### src/design/oarb_pkg.sv
// Package for the overlap-add reblock buffer: defaults, register indexes,
// command codes and the operation struct passed from the pointer unit.
// No dependencies.
`default_nettype none
package oarb_pkg;

   localparam int STORE_DEPTH_DEF = 1024;
   localparam int SAMPLE_BITS_DEF = 24;

   localparam int CFG_BITS       = 11;  // buffer_size, hop_size
   localparam int START_BITS     = 10;  // read_start, write_start
   localparam int CSR_INDEX_BITS = 2;

   localparam logic [CFG_BITS-1:0]   BUFFER_SIZE_RST = 11'd64;
   localparam logic [CFG_BITS-1:0]   HOP_SIZE_RST    = 11'd64;
   localparam logic [START_BITS-1:0] READ_START_RST  = 10'd0;
   localparam logic [START_BITS-1:0] WRITE_START_RST = 10'd0;

   // result queue
   localparam int FIFO_DEPTH    = 3;
   localparam int FIFO_PTR_BITS = 2;
   localparam int FIFO_CNT_BITS = 2;

   typedef enum logic [1:0] {
      CMD_ACC     = 2'd0,
      CMD_READ    = 2'd1,
      CMD_RESTART = 2'd2,
      CMD_NOP     = 2'd3
   } cmd_type;

   typedef enum logic [CSR_INDEX_BITS-1:0] {
      REG_BUFFER_SIZE = 2'd0,
      REG_HOP_SIZE    = 2'd1,
      REG_READ_START  = 2'd2,
      REG_WRITE_START = 2'd3
   } reg_index_type;

   // what the store access of one beat does
   typedef struct packed {
      logic acc;  // add sample, write back saturated sum
      logic rd;   // return entry, write back zero
   } op_type;

endpackage
`default_nettype wire

### src/design/oarb_if.sv
// Channel interfaces of the overlap-add reblock buffer: request, response
// and register write. Depends on oarb_pkg.
`default_nettype none


interface oarb_rsp_if #(parameter int SAMPLE_BITS = oarb_pkg::SAMPLE_BITS_DEF);
   logic                          valid;
   logic                          ready;
   logic signed [SAMPLE_BITS-1:0] sample_out;
   modport source (output valid, sample_out, input ready);
   modport sink   (input valid, sample_out, output ready);
endinterface

`default_nettype wire

### src/design/oarb_fifo.sv
// Three-entry result queue driving the response channel.
// Uses oarb_pkg, oarb_if.
`default_nettype none
module oarb_fifo #(
   parameter int SAMPLE_BITS = oarb_pkg::SAMPLE_BITS_DEF
) (
   input  wire logic                   clock,
   input  wire logic                   reset,
   input  wire logic                   push,
   input  wire logic [SAMPLE_BITS-1:0] push_data,
   output logic [oarb_pkg::FIFO_CNT_BITS-1:0] count,
   oarb_rsp_if.source                  rsp_ch
);

   localparam logic [oarb_pkg::FIFO_PTR_BITS-1:0] LAST_IDX =
      oarb_pkg::FIFO_PTR_BITS'(oarb_pkg::FIFO_DEPTH - 1);

   logic [SAMPLE_BITS-1:0] entry_ff [oarb_pkg::FIFO_DEPTH];
   logic [oarb_pkg::FIFO_PTR_BITS-1:0] wr_ptr_ff, rd_ptr_ff;
   logic [oarb_pkg::FIFO_CNT_BITS-1:0] count_ff;
   logic pop;

   assign rsp_ch.valid      = (count_ff != '0);
   assign rsp_ch.sample_out = entry_ff[rd_ptr_ff];
   assign pop               = rsp_ch.valid && rsp_ch.ready;
   assign count             = count_ff;

   always_ff @(posedge clock) begin
      if (push) begin
         entry_ff[wr_ptr_ff] <= push_data;
      end
   end

   always_ff @(posedge clock) begin
      if (reset) begin
         wr_ptr_ff <= '0;
         rd_ptr_ff <= '0;
         count_ff  <= '0;
      end else begin
         if (push) begin
            wr_ptr_ff <= (wr_ptr_ff == LAST_IDX) ? '0 : wr_ptr_ff + 1'b1;
         end
         if (pop) begin
            rd_ptr_ff <= (rd_ptr_ff == LAST_IDX) ? '0 : rd_ptr_ff + 1'b1;
         end
         if (push && !pop) begin
            count_ff <= count_ff + 1'b1;
         end else if (pop && !push) begin
            count_ff <= count_ff - 1'b1;
         end
      end
   end

endmodule
`default_nettype wire

### src/flat_wrapper.sv
// flat-port wrapper written by rule: the top's interface ports become plain ports
module oarb_fifo_flat 
#(
   parameter int SAMPLE_BITS = oarb_pkg::SAMPLE_BITS_DEF
)
  (clock, reset, push, push_data, count, rsp_ch_valid, rsp_ch_sample_out, rsp_ch_ready);
  oarb_rsp_if #(.SAMPLE_BITS(SAMPLE_BITS)) rsp_ch_i ();
  input  wire logic clock;
  input  wire logic reset;
  input  wire logic push;
  input  wire logic [SAMPLE_BITS-1:0] push_data;
  output logic [oarb_pkg::FIFO_CNT_BITS-1:0] count;
  output wire logic [$bits(rsp_ch_i.valid)-1:0] rsp_ch_valid;
  output wire logic [$bits(rsp_ch_i.sample_out)-1:0] rsp_ch_sample_out;
  input wire logic [$bits(rsp_ch_i.ready)-1:0] rsp_ch_ready;
  assign rsp_ch_valid = rsp_ch_i.valid;
  assign rsp_ch_sample_out = rsp_ch_i.sample_out;
  assign rsp_ch_i.ready = rsp_ch_ready;
  oarb_fifo #(.SAMPLE_BITS(SAMPLE_BITS)) u_core (.clock(clock), .reset(reset), .push(push), .push_data(push_data), .count(count), .rsp_ch(rsp_ch_i));
endmodule
### config.mk
export PLATFORM = sky130hd
export DESIGN_NAME = oarb_fifo_flat
export DESIGN_NICKNAME = d
export VERILOG_FILES = /design/src/design/oarb_pkg.sv /design/src/design/oarb_if.sv /design/src/design/oarb_fifo.sv /design/src/flat_wrapper.sv
export SDC_FILE = /design/constraint.sdc
export NUM_CORES = 1
export LEC_CHECK = 0
export BUFFER_PORTS_ARGS = -buffer_cell sky130_fd_sc_hd__buf_2
export CORE_AREA = 2 2 85 87
export DETAILED_ROUTE_END_ITERATION = 12
export DIE_AREA = 0 0 87 89
export PLACE_DENSITY = 0.68
export SLEW_MARGIN = 40
export SYNTH_ARGS = -nofsm -noshare
export SYNTH_HDL_FRONTEND = slang
export SYNTH_SLANG_ARGS = --single-unit
### constraint.sdc
create_clock -name clock -period 2.9 [get_ports clock]
set_clock_uncertainty 0.2 [all_clocks]
set_input_delay 0.29 -clock clock [delete_from_list [all_inputs] [get_ports clock]]
set_output_delay 0.29 -clock clock [all_outputs]
set_load 0.02 [all_outputs]
==> metrics.txt <==
CP Data Arrival Time=about 1800 ps; Netlist cell types=23; Worst R2R Start=u_core.wr_ptr_ff[0]; Final setup viols=0; yosys warns=0; Slowest Stage Delay on Critical Path=a little over 800 ps; PortBufs=54; final hold viol count=0; placed cells=316; hold slack=118.1 ps; R2R Setup Slk=1180 ps; unrepaired setup endpoints after global routing=no; global placement routability congestion=just under 0.7; Layout Cells excl Fill=between 300 and 400; first-pass GRT wire length=7569 um; DPL Wire Length=3018 um; Avg Cell Area, Syn=approximately 16 um^2; Psw=around 780 uW; std cell rows=30; fin crit share=77.14%; Sequential Power Share=53.2%; vias in the first global route=between 1.5k and 2k; worst path bufs/invs=1; die area=0.007743 mm^2; Layout area overhead=26.62%; die extent in y=89 um; Pwr per Cell Area=710.6 mW/mm^2; Clk Latency, worst-skew pair=330 ps; status=finished, final reports clean; setup TNS=0 ps; Max stage delay cell, worst path=dfxtp_2; Via density=4.765; Max Clock Freq=~450 MHz; max-slew violations=0; Detailed Routing Iterations Pass 1=6; clock sinks=80; crit-path cells=mux2i_1 -> o21ai_0 -> buf_2; MaxCap Viol Count=0; All-Layer GR Usage=13.39%; critical path class=reg2out; Cells after Synth=roughly 180; DRC=0; initial antenna violation count=0; Slew HR=around half; initial drt markers=84; Pleak=1.331 nW; maximum root-to-sink buffer count=2; Yosys reg bits=80; Avg WL per Cell=approximately 14 um; post_cts resized=0; clock network fraction of total power=roughly a quarter; layout cell share with drive strength beyond 1=about 29%; Syn Nets=~210; vias=1701; Setup Buffers After CTS=0; peak supply drop=roughly 0.00041 V; Max FO, Critical Path=24; critical path's top delay family=flip-flops; diode count=0; CP endpoint kind=output pin; Ports=55; CTS Buf Count=9; core region area=0.006719 mm^2; CTS tree=yes; Routed WL=4932 um; Int Pwr=~1.9 mW; antenna-violating nets left=0; logic gate share of total power=around 22%; Pwr Total=~2.7 mW; Critical Path Source Type=register; CTS root buffer=clkbuf_8; sequential area share after synthesis=78.05%; Reg clk slew, reported paths=70 ps; initial core utilization=approximately 44%; H-tree depth=3; Slew @ Worst Pin=~750 ps; Tmin final=between 2000 and 2500 ps; Syn Std Cell Area=0.002975 mm^2; largest net degree at the start of global routing=49; min-delay worst type=in2reg; chip width=87 um; Req. time, crit path=approximately 2400 ps; grt ovf=0; Hold Path Origin=rsp_ch_ready; nets=~300; Net Sw Frac=29.29%
-- placed cells by master, fill, tap and decap left out, types with 2 or more instances in the layout --
cell type / n
edfxtp_1: 72
nor2_1: 2
dlygate4sd3_1: 25
dfxtp_1: 7
clkinv_2: 2
clkbuf_8: 9
nand2_1: 27
xor2_1: 2
clkbuf_1: 3
buf_2: 54
o21ai_0: 25
mux2i_1: 24
a21oi_1: 3
or3_1: 2
buf_4: 5
-- state kept, by name, indices dropped and copies added (netlist names), named ones only --
| name | cells |
|---|---|
| u_core.rd_ptr_ff | 2 |
| u_core.wr_ptr_ff | 2 |
| u_core.entry_ff | 72 |
| u_core.count | 2 |
-- power groups by stage --
stage / sequential [mW] / clock, mW / combinational, mW
after floorplan: 1.41 / 0 / 0.434
after global placement: 1.45 / 0 / 0.567
after detailed placement: 1.45 / 0 / 0.575
after CTS: 1.43 / 0.678 / 0.602
after global routing: 1.44 / 0.727 / 0.642
final: 1.42 / 0.660 / 0.593
-- cells in the mapped netlist (all sizes together) --
| master | count | area (um^2) |
|---|---|---|
| a21oi | 4 | 23.77 |
| and3b | 1 | 8.760 |
| buf | 5 | 40.04 |
| clkbuf | 3 | 11.26 |
| dfxtp | 8 | 160.2 |
| edfxtp | 72 | 2162 |
| ha | 1 | 12.51 |
| inv | 1 | 3.750 |
| mux2i | 24 | 240.2 |
| nand2 | 27 | 101.4 |
| nor2 | 3 | 11.26 |
| nor2b | 1 | 6.260 |
| nor3 | 1 | 5.000 |
| o21ai | 26 | 133.9 |
| o21ba | 1 | 10.01 |
| or2 | 1 | 6.260 |
| or3 | 2 | 12.51 |
| or3b | 1 | 8.760 |
| xor2 | 2 | 17.52 |
-- metal layers --
metal / global-route usage, % / part of all wire [%] / up-vias
met3: 2.770 / 3.9 / 6
li1: - / - / 859
met2: 22.76 / 51 / 35
met4: 7.244 / 0.97 / 0
met1: 16.09 / 44 / 801
met5: 0 / 0 / -
-- final cells by class --
cell class / instances / area [um^2]
Tap cell: 80 / 100.1
Fill cell: 561 / 2952
Clock inverter: 4 / 21.27
Clock buffer: 12 / 135.1
Multi-Input combinational cell: 95 / 605.6
Timing Repair Buffer: 85 / 578.1
Inverter: 1 / 3.754
Sequential cell: 80 / 2323
-- logic make-up after synthesis --
family | Yosys count | synth area share [%]
xor+xnor | 2 | 0.5888
mux | 24 | 8.074
buf+inv | 9 | 1.850
fa+ha+maj | 1 | 0.4205
simple gates | 37 | 5.383
compound gates | 31 | 5.635
flops | 80 | 78.05
-- through the flow --
stage               setup WS, ps  cell area (um^2)  utilization, %
finish                     662.9              3767           56.07
global route               477.7              3767           56.07
CTS                        570.1              3767           56.07
detailed placement         939.4              3361           50.02
global placement           939.8              3361           50.02
floorplan                  190.2              2975               -
-- path summary, 6_finish.rpt --
check,to,depth (start not counted)
max reg2reg,u_core.entry_ff[1][7],2
min,u_core.rd_ptr_ff[1],4
max,rsp_ch_sample_out[12],3
min reg2reg,u_core.rd_ptr_ff[1],2
-- worst min-delay path: stages --
cell     delay (ps)
buf_2            90
o21ai_2          70
nand2_1          90
a21oi_2          60
-- timing repair --
action	in CTS	in global routing
endpoints found under the setup margin	0	0
hold buffers	25	0
endpoints found under the hold margin	76	0
Note: power is estimated with default switching activity, not from simulation.
