`src/design/oarb_pkg.sv`:
```
// Package for the overlap-add reblock buffer: defaults, register indexes,
// command codes and the operation struct passed from the pointer unit.
// No dependencies.
`default_nettype none
package oarb_pkg;

   localparam int STORE_DEPTH_DEF = 1024;
   localparam int SAMPLE_BITS_DEF = 24;

   localparam int CFG_BITS       = 11;  // buffer_size, hop_size
   localparam int START_BITS     = 10;  // read_start, write_start
   localparam int CSR_INDEX_BITS = 2;

   localparam logic [CFG_BITS-1:0]   BUFFER_SIZE_RST = 11'd64;
   localparam logic [CFG_BITS-1:0]   HOP_SIZE_RST    = 11'd64;
   localparam logic [START_BITS-1:0] READ_START_RST  = 10'd0;
   localparam logic [START_BITS-1:0] WRITE_START_RST = 10'd0;

   // result queue
   localparam int FIFO_DEPTH    = 3;
   localparam int FIFO_PTR_BITS = 2;
   localparam int FIFO_CNT_BITS = 2;

   typedef enum logic [1:0] {
      CMD_ACC     = 2'd0,
      CMD_READ    = 2'd1,
      CMD_RESTART = 2'd2,
      CMD_NOP     = 2'd3
   } cmd_type;

   typedef enum logic [CSR_INDEX_BITS-1:0] {
      REG_BUFFER_SIZE = 2'd0,
      REG_HOP_SIZE    = 2'd1,
      REG_READ_START  = 2'd2,
      REG_WRITE_START = 2'd3
   } reg_index_type;

   // what the store access of one beat does
   typedef struct packed {
      logic acc;  // add sample, write back saturated sum
      logic rd;   // return entry, write back zero
   } op_type;

endpackage
`default_nettype wire

```
`src/design/oarb_if.sv`:
```
// Channel interfaces of the overlap-add reblock buffer: request, response
// and register write. Depends on oarb_pkg.
`default_nettype none


interface oarb_csr_if;
   logic                                  valid;
   logic                                  ready;
   logic [oarb_pkg::CSR_INDEX_BITS-1:0]   index;
   logic [oarb_pkg::CFG_BITS-1:0]         wdata;
   modport source (output valid, index, wdata, input ready);
   modport sink   (input valid, index, wdata, output ready);
endinterface
`default_nettype wire

```
`src/design/oarb_ptr.sv`:
```
// Pointer unit: configuration registers, write/read pointers, block start.
// Picks the store address and operation of each accepted beat. Uses oarb_pkg, oarb_if.
`default_nettype none
module oarb_ptr #(
   parameter int STORE_DEPTH = oarb_pkg::STORE_DEPTH_DEF
) (
   input  wire logic                  clock,
   input  wire logic                  reset,
   oarb_csr_if.sink                   csr_ch,
   input  wire logic                  accept,
   input  wire oarb_pkg::cmd_type     cmd,
   input  wire logic                  last,
   output logic [$clog2(STORE_DEPTH)-1:0] addr,
   output oarb_pkg::op_type           op
);

   localparam int PW = $clog2(STORE_DEPTH);
   localparam int CW = ((PW > oarb_pkg::CFG_BITS) ? PW : oarb_pkg::CFG_BITS) + 1;
   localparam logic [CW-1:0] DEPTH_C = CW'(STORE_DEPTH);
   localparam logic [CW-1:0] ONE_C   = CW'(1);

   logic [oarb_pkg::CFG_BITS-1:0]   buf_size_ff, hop_size_ff;
   logic [oarb_pkg::START_BITS-1:0] rd_start_ff, wr_start_ff;
   logic [PW-1:0] wp_ff, wp_in, rp_ff, rp_in, bstart_ff, bstart_in;
   logic          in_block_ff, in_block_in;

   logic [CW-1:0] size_raw, eff_size, wp_inc, rp_inc, nx, rs_ext, ws_ext;
   logic [PW-1:0] wp_adv, rp_adv, bs_cur, rs_ld, ws_ld;

   assign csr_ch.ready = 1'b1;

   always_ff @(posedge clock) begin
      if (reset) begin
         buf_size_ff <= oarb_pkg::BUFFER_SIZE_RST;
         hop_size_ff <= oarb_pkg::HOP_SIZE_RST;
         rd_start_ff <= oarb_pkg::READ_START_RST;
         wr_start_ff <= oarb_pkg::WRITE_START_RST;
      end else if (csr_ch.valid) begin
         case (oarb_pkg::reg_index_type'(csr_ch.index))
            oarb_pkg::REG_BUFFER_SIZE: buf_size_ff <= csr_ch.wdata;
            oarb_pkg::REG_HOP_SIZE:    hop_size_ff <= csr_ch.wdata;
            oarb_pkg::REG_READ_START:
               rd_start_ff <= csr_ch.wdata[oarb_pkg::START_BITS-1:0];
            oarb_pkg::REG_WRITE_START:
               wr_start_ff <= csr_ch.wdata[oarb_pkg::START_BITS-1:0];
            default: ;
         endcase
      end
   end

   // size in use: zero acts as one, clipped to the store depth
   always_comb begin
      size_raw = CW'(buf_size_ff);
      if (size_raw == '0) begin
         eff_size = ONE_C;
      end else if (size_raw > DEPTH_C) begin
         eff_size = DEPTH_C;
      end else begin
         eff_size = size_raw;
      end
      wp_inc = CW'(wp_ff) + ONE_C;
      rp_inc = CW'(rp_ff) + ONE_C;
      wp_adv = (wp_inc >= eff_size) ? '0 : wp_inc[PW-1:0];
      rp_adv = (rp_inc >= eff_size) ? '0 : rp_inc[PW-1:0];
      bs_cur = in_block_ff ? bstart_ff : wp_ff;
      nx     = CW'(bs_cur) + CW'(hop_size_ff);
      rs_ext = CW'(rd_start_ff);
      ws_ext = CW'(wr_start_ff);
      rs_ld  = (rs_ext >= eff_size) ? '0 : rs_ext[PW-1:0];
      ws_ld  = (ws_ext >= eff_size) ? '0 : ws_ext[PW-1:0];
   end

   always_comb begin
      wp_in       = wp_ff;
      rp_in       = rp_ff;
      bstart_in   = bstart_ff;
      in_block_in = in_block_ff;
      addr        = wp_ff;
      op          = '0;
      case (cmd)
         oarb_pkg::CMD_ACC: begin
            op.acc    = 1'b1;
            bstart_in = bs_cur;
            if (last) begin
               wp_in       = (nx >= eff_size) ? '0 : nx[PW-1:0];
               in_block_in = 1'b0;
            end else begin
               wp_in       = wp_adv;
               in_block_in = 1'b1;
            end
         end
         oarb_pkg::CMD_READ: begin
            op.rd = 1'b1;
            addr  = rp_ff;
            rp_in = rp_adv;
         end
         oarb_pkg::CMD_RESTART: begin
            rp_in       = rs_ld;
            wp_in       = ws_ld;
            bstart_in   = ws_ld;
            in_block_in = 1'b0;
         end
         default: ;
      endcase
   end

   always_ff @(posedge clock) begin
      if (reset) begin
         wp_ff       <= '0;
         rp_ff       <= '0;
         bstart_ff   <= '0;
         in_block_ff <= 1'b0;
      end else if (accept) begin
         wp_ff       <= wp_in;
         rp_ff       <= rp_in;
         bstart_ff   <= bstart_in;
         in_block_ff <= in_block_in;
      end
   end

endmodule
`default_nettype wire

```
`src/flat_wrapper.sv`:
```
// flat-port wrapper written by rule: the top's interface ports become plain ports
module oarb_ptr_flat 
#(
   parameter int STORE_DEPTH = oarb_pkg::STORE_DEPTH_DEF
)
  (clock, reset, accept, cmd, last, addr, op, csr_ch_valid, csr_ch_index, csr_ch_wdata, csr_ch_ready);
  oarb_csr_if csr_ch_i ();
  input  wire logic clock;
  input  wire logic reset;
  input  wire logic accept;
  input  wire oarb_pkg::cmd_type cmd;
  input  wire logic last;
  output logic [$clog2(STORE_DEPTH)-1:0] addr;
  output oarb_pkg::op_type op;
  input wire logic [$bits(csr_ch_i.valid)-1:0] csr_ch_valid;
  input wire logic [$bits(csr_ch_i.index)-1:0] csr_ch_index;
  input wire logic [$bits(csr_ch_i.wdata)-1:0] csr_ch_wdata;
  output wire logic [$bits(csr_ch_i.ready)-1:0] csr_ch_ready;
  assign csr_ch_i.valid = csr_ch_valid;
  assign csr_ch_i.index = csr_ch_index;
  assign csr_ch_i.wdata = csr_ch_wdata;
  assign csr_ch_ready = csr_ch_i.ready;
  oarb_ptr #(.STORE_DEPTH(STORE_DEPTH)) u_core (.clock(clock), .reset(reset), .csr_ch(csr_ch_i), .accept(accept), .cmd(cmd), .last(last), .addr(addr), .op(op));
endmodule
```
`config.mk`:
```
export PLATFORM = sky130hd
export DESIGN_NAME = oarb_ptr_flat
export DESIGN_NICKNAME = d
export VERILOG_FILES = /design/src/design/oarb_pkg.sv /design/src/design/oarb_if.sv /design/src/design/oarb_ptr.sv /design/src/flat_wrapper.sv
export SDC_FILE = /design/constraint.sdc
export NUM_CORES = 1
export LEC_CHECK = 0
export ABC_AREA = 1
export BUFFER_PORTS_ARGS = -buffer_cell sky130_fd_sc_hd__buf_4
export CAP_MARGIN = 10
export CORE_AREA = 2 2 138 140
export DETAILED_ROUTE_END_ITERATION = 8
export DIE_AREA = 0 0 140 142
export PLACE_DENSITY_LB_ADDON = 0.25
export SLEW_MARGIN = 10
export SYNTH_ARGS = -nofsm -noshare
export SYNTH_HDL_FRONTEND = slang
export SYNTH_SLANG_ARGS = --single-unit
```
`constraint.sdc`:
```
create_clock -name clock -period 3.2 [get_ports clock]
set_input_delay 0.48 -clock clock [delete_from_list [all_inputs] [get_ports clock]]
set_output_delay 0.48 -clock clock [all_outputs]
set_load 0.005 [all_outputs]
```
==> results.sh <==
export IMPL_firstDrtPassIters=8
export IMPL_yosysSeqAreaShare_pct=26.76
export IMPL_grt_max_degree=25
export IMPL_cp_data_arrival_time_ns=3.40
export IMPL_layout_setup_ws_ns=0.07709
export IMPL_core_area_um2=18460
export IMPL_final_nets=973
export IMPL_dieArea_um2=19880
export IMPL_status="complete, but fails checks"
export IMPL_path_class="flop to flop"
export IMPL_numClockSinks=73
export IMPL_rows=50
export IMPL_area_delta_synth_final_pct=25.66
export IMPL_synth_cell_area_um2=5460
export IMPL_maxSlewHeadroom_pct=48.23
export IMPL_path_clk_slew_ns=0.07
export IMPL_wl_per_cell_um=15.36
export IMPL_routed_wirelength_mm=17.25
export IMPL_yosysTopAreaCellShare_pct=26.76
export IMPL_synth_seq_cells=73
export IMPL_power_density_nw_per_um2=418.4
export IMPL_synth_common_cells="141 x nand2_1, 112 x inv_1, 94 x a21oi_1"
export IMPL_synthTopCellsByArea="dfxtp_1 27%, ha_1 16%, nand2_1 9.7%"
export IMPL_die_h_um=142
export IMPL_worst_slew_pin_slew_ns=0.7744
export IMPL_route_detailed_drc=3
export IMPL_hp_class="input port to flop"
export IMPL_rsz0062_at_grt="true"
export IMPL_synth_top_area_cell="dfxtp_1"
export IMPL_grt_overflow_total=0
export IMPL_cts_root_buf="clkbuf_16"
export IMPL_antennaDiodeCount=0
export IMPL_vias=5261
export IMPL_clkLatencyLatePin_ns=0.35
export IMPL_r2r_end="u_core.wp_ff[2]$_SDFFE_PP0P_"
export IMPL_dp_slack_ns=-0.1792
export IMPL_peakVddDrop_mv=0.2623
export IMPL_crit_end="u_core.wp_ff[2]$_SDFFE_PP0P_"
export IMPL_grt_pass1_wl_mm=27.18
export IMPL_hold_path_depth=3
export IMPL_timing_fmax_mhz=320.2
export IMPL_die_width_um=140
export IMPL_via_per_inst=4.685
export IMPL_drtIter0Drc=250
export IMPL_finalHoldViolations=0
export IMPL_p_leak_nw=3.294
export IMPL_yosys_warnings=0
export IMPL_drive_gt1_share_pct=20.02
export IMPL_end_kind="flop"
export IMPL_grt_pass1_vias=4923
export IMPL_min_from="csr_ch_wdata[6]"
export IMPL_numCtsBuffers=9
export IMPL_ios=33
export IMPL_synth_main_ff_cell="dfxtp_1"
export IMPL_finalMaxSlewViolations=0
export IMPL_cts_htree_levels=3
export IMPL_cp_required_ns=3.48
export IMPL_cts_tree="yes"
export IMPL_ctsHoldBuffers=0
export IMPL_startpoint_type="flop"
export IMPL_syn_avg_cell_area_um2=6.825
export IMPL_syn_num_nets=889
export IMPL_r2r_slack_ns=0.08
export IMPL_syn_inst=800
export IMPL_portBuffers=31
export IMPL_grt_usage_pct=17.89
export IMPL_cts_max_path_buffers=2
export IMPL_yosys_cell_count_top_type="nand2_1"
export IMPL_r2r_start="u_core.in_block_ff$_SDFFE_PP0P_"
export IMPL_antenna_found_initial=0
export IMPL_dp_hpwl_mm=13.48
export IMPL_async_flop_share_pct=0
export IMPL_fin_crit_sh_pct=97.59
export IMPL_r2r_cells=20
export IMPL_violations="design-rule violations"
export IMPL_drv_cap=0
export IMPL_fin_crit_ns=3.123
export IMPL_fin_area_um2=6862
export IMPL_synth_cell_type_count=41
export IMPL_start_util_pct=29.59
export IMPL_skew_ns=0.01005
export IMPL_crit_fanout=6
export IMPL_finalWeightedCongestion=0.8419
export IMPL_place_area_um2=6342
export IMPL_crit_start="u_core.in_block_ff$_SDFFE_PP0P_"
export IMPL_synth_edf_count=0
export IMPL_ant_nets=0
export IMPL_setup_violations_final=0
-- registers in the layout, summed over array words and instances, names as in the netlist --
name	flops
u_core.buf_size_ff	11
u_core.hop_size_ff	11
u_core.bstart_ff	10
u_core.rd_start_ff	10
u_core.rp_ff	10
u_core.wp_ff	10
u_core.wr_start_ff	10
u_core.in_block_ff	1
-- cells by family (layout without fill, tap and decap cells) --
family | count (synthesis) | after routing | synth area share, %
compound gates | 202 | 203 | 19.48
xor+xnor | 22 | 22 | 3.529
fa+ha+maj | 69 | 69 | 15.95
other cells | 1 | 1 | 0.06868
buf+inv | 144 | 232 | 10.29
flops | 73 | 73 | 26.76
simple gates | 289 | 289 | 23.92
-- cell usage in the layout (no fill, tap or decap), types with 18 or more instances in the layout --
cell type	Yosys	routed
xor2_1	18	18
nor2_1	67	66
dfxtp_1	73	71
nand2_1	141	137
inv_1	112	110
a21oi_1	94	89
nand3_1	37	35
buf_4	2	96
o21ai_0	93	84
ha_1	68	63
-- how the worst min path moves through the flow --
stage,slack (ns),endpoint
2_1_floorplan,0.44,u_core.hop_size_ff[6]$_SDFFE_PP1P_
3_3_place_gp,0.46,u_core.rd_start_ff[9]$_SDFFE_PP0P_
3_5_place_dp,0.46,u_core.wr_start_ff[1]$_SDFFE_PP0P_
4_1_cts,0.38,u_core.buf_size_ff[6]$_SDFFE_PP1P_
5_1_grt,0.40,u_core.buf_size_ff[6]$_SDFFE_PP1P_
6_report,0.39,u_core.buf_size_ff[6]$_SDFFE_PP1P_
-- stage by stage --
stage               util, %  hold WS [ns]  power [W]  TNS (ns)  cells
floorplan                 -        0.4354   0.001538         0    800
CTS                   36.04        0.3813   0.002846         0   1118
global placement      34.37        0.4593   0.001856    -1.153   1100
global route          37.18        0.3968   0.003046   -0.8649   1123
finish                37.18        0.3884   0.002871         0   1123
detailed placement    34.37        0.4619   0.001862    -2.094   1100
-- cell type report --
| cell class | instances | area, µm² |
|---|---|---|
| Timing Repair Buffer | 99 | 772.0 |
| Inverter | 117 | 440.4 |
| Fill cell | 1983 | 11590 |
| Multi-Input combinational cell | 584 | 3618 |
| Sequential cell | 73 | 1466 |
| Tap cell | 234 | 292.8 |
| Clock buffer | 10 | 229.0 |
| Clock inverter | 6 | 42.54 |
-- where the power goes --
part           internal, W  switching (W)
clock network     0.000528       0.000444
logic             0.000363       0.000516
registers         0.000967      0.0000518
-- layer usage --
metal	wire [µm]	part of all wire (%)	track usage [%]	vias up
met5	0	0	0	-
met4	265	1.5	6.007	0
met3	500	2.9	2.423	13
met2	7552	44	27.98	74
met1	8930	52	25.44	2352
li1	-	-	-	2822
-- what timing repair did --
action / 4_1_cts / 5_1_grt
buffers inserted: 1 / 5
gates resized for setup: 11 / 42
endpoints found under the setup margin: 20 / 27
gates cloned: 1 / 0
pin swaps: 4 / 16
-- critical path, stage by stage, from the launching register on --
cell	delay, ns
dfxtp_4	0.39
buf_6	0.13
o21ai_4	0.08
ha_4	0.17
fa_2	0.34
nand4_1	0.12
nand3_2	0.10
nand3_2	0.08
nand2_2	0.06
a21oi_2	0.12
nor2_1	0.05
nor2_1	0.12
xnor2_1	0.08
ha_1	0.19
a211oi_2	0.19
o211ai_1	0.22
a21oi_4	0.26
nand3_1	0.11
nand2_1	0.07
nand2_1	0.04
a21oi_1	0.13
Power figures use the tool's default switching activity.
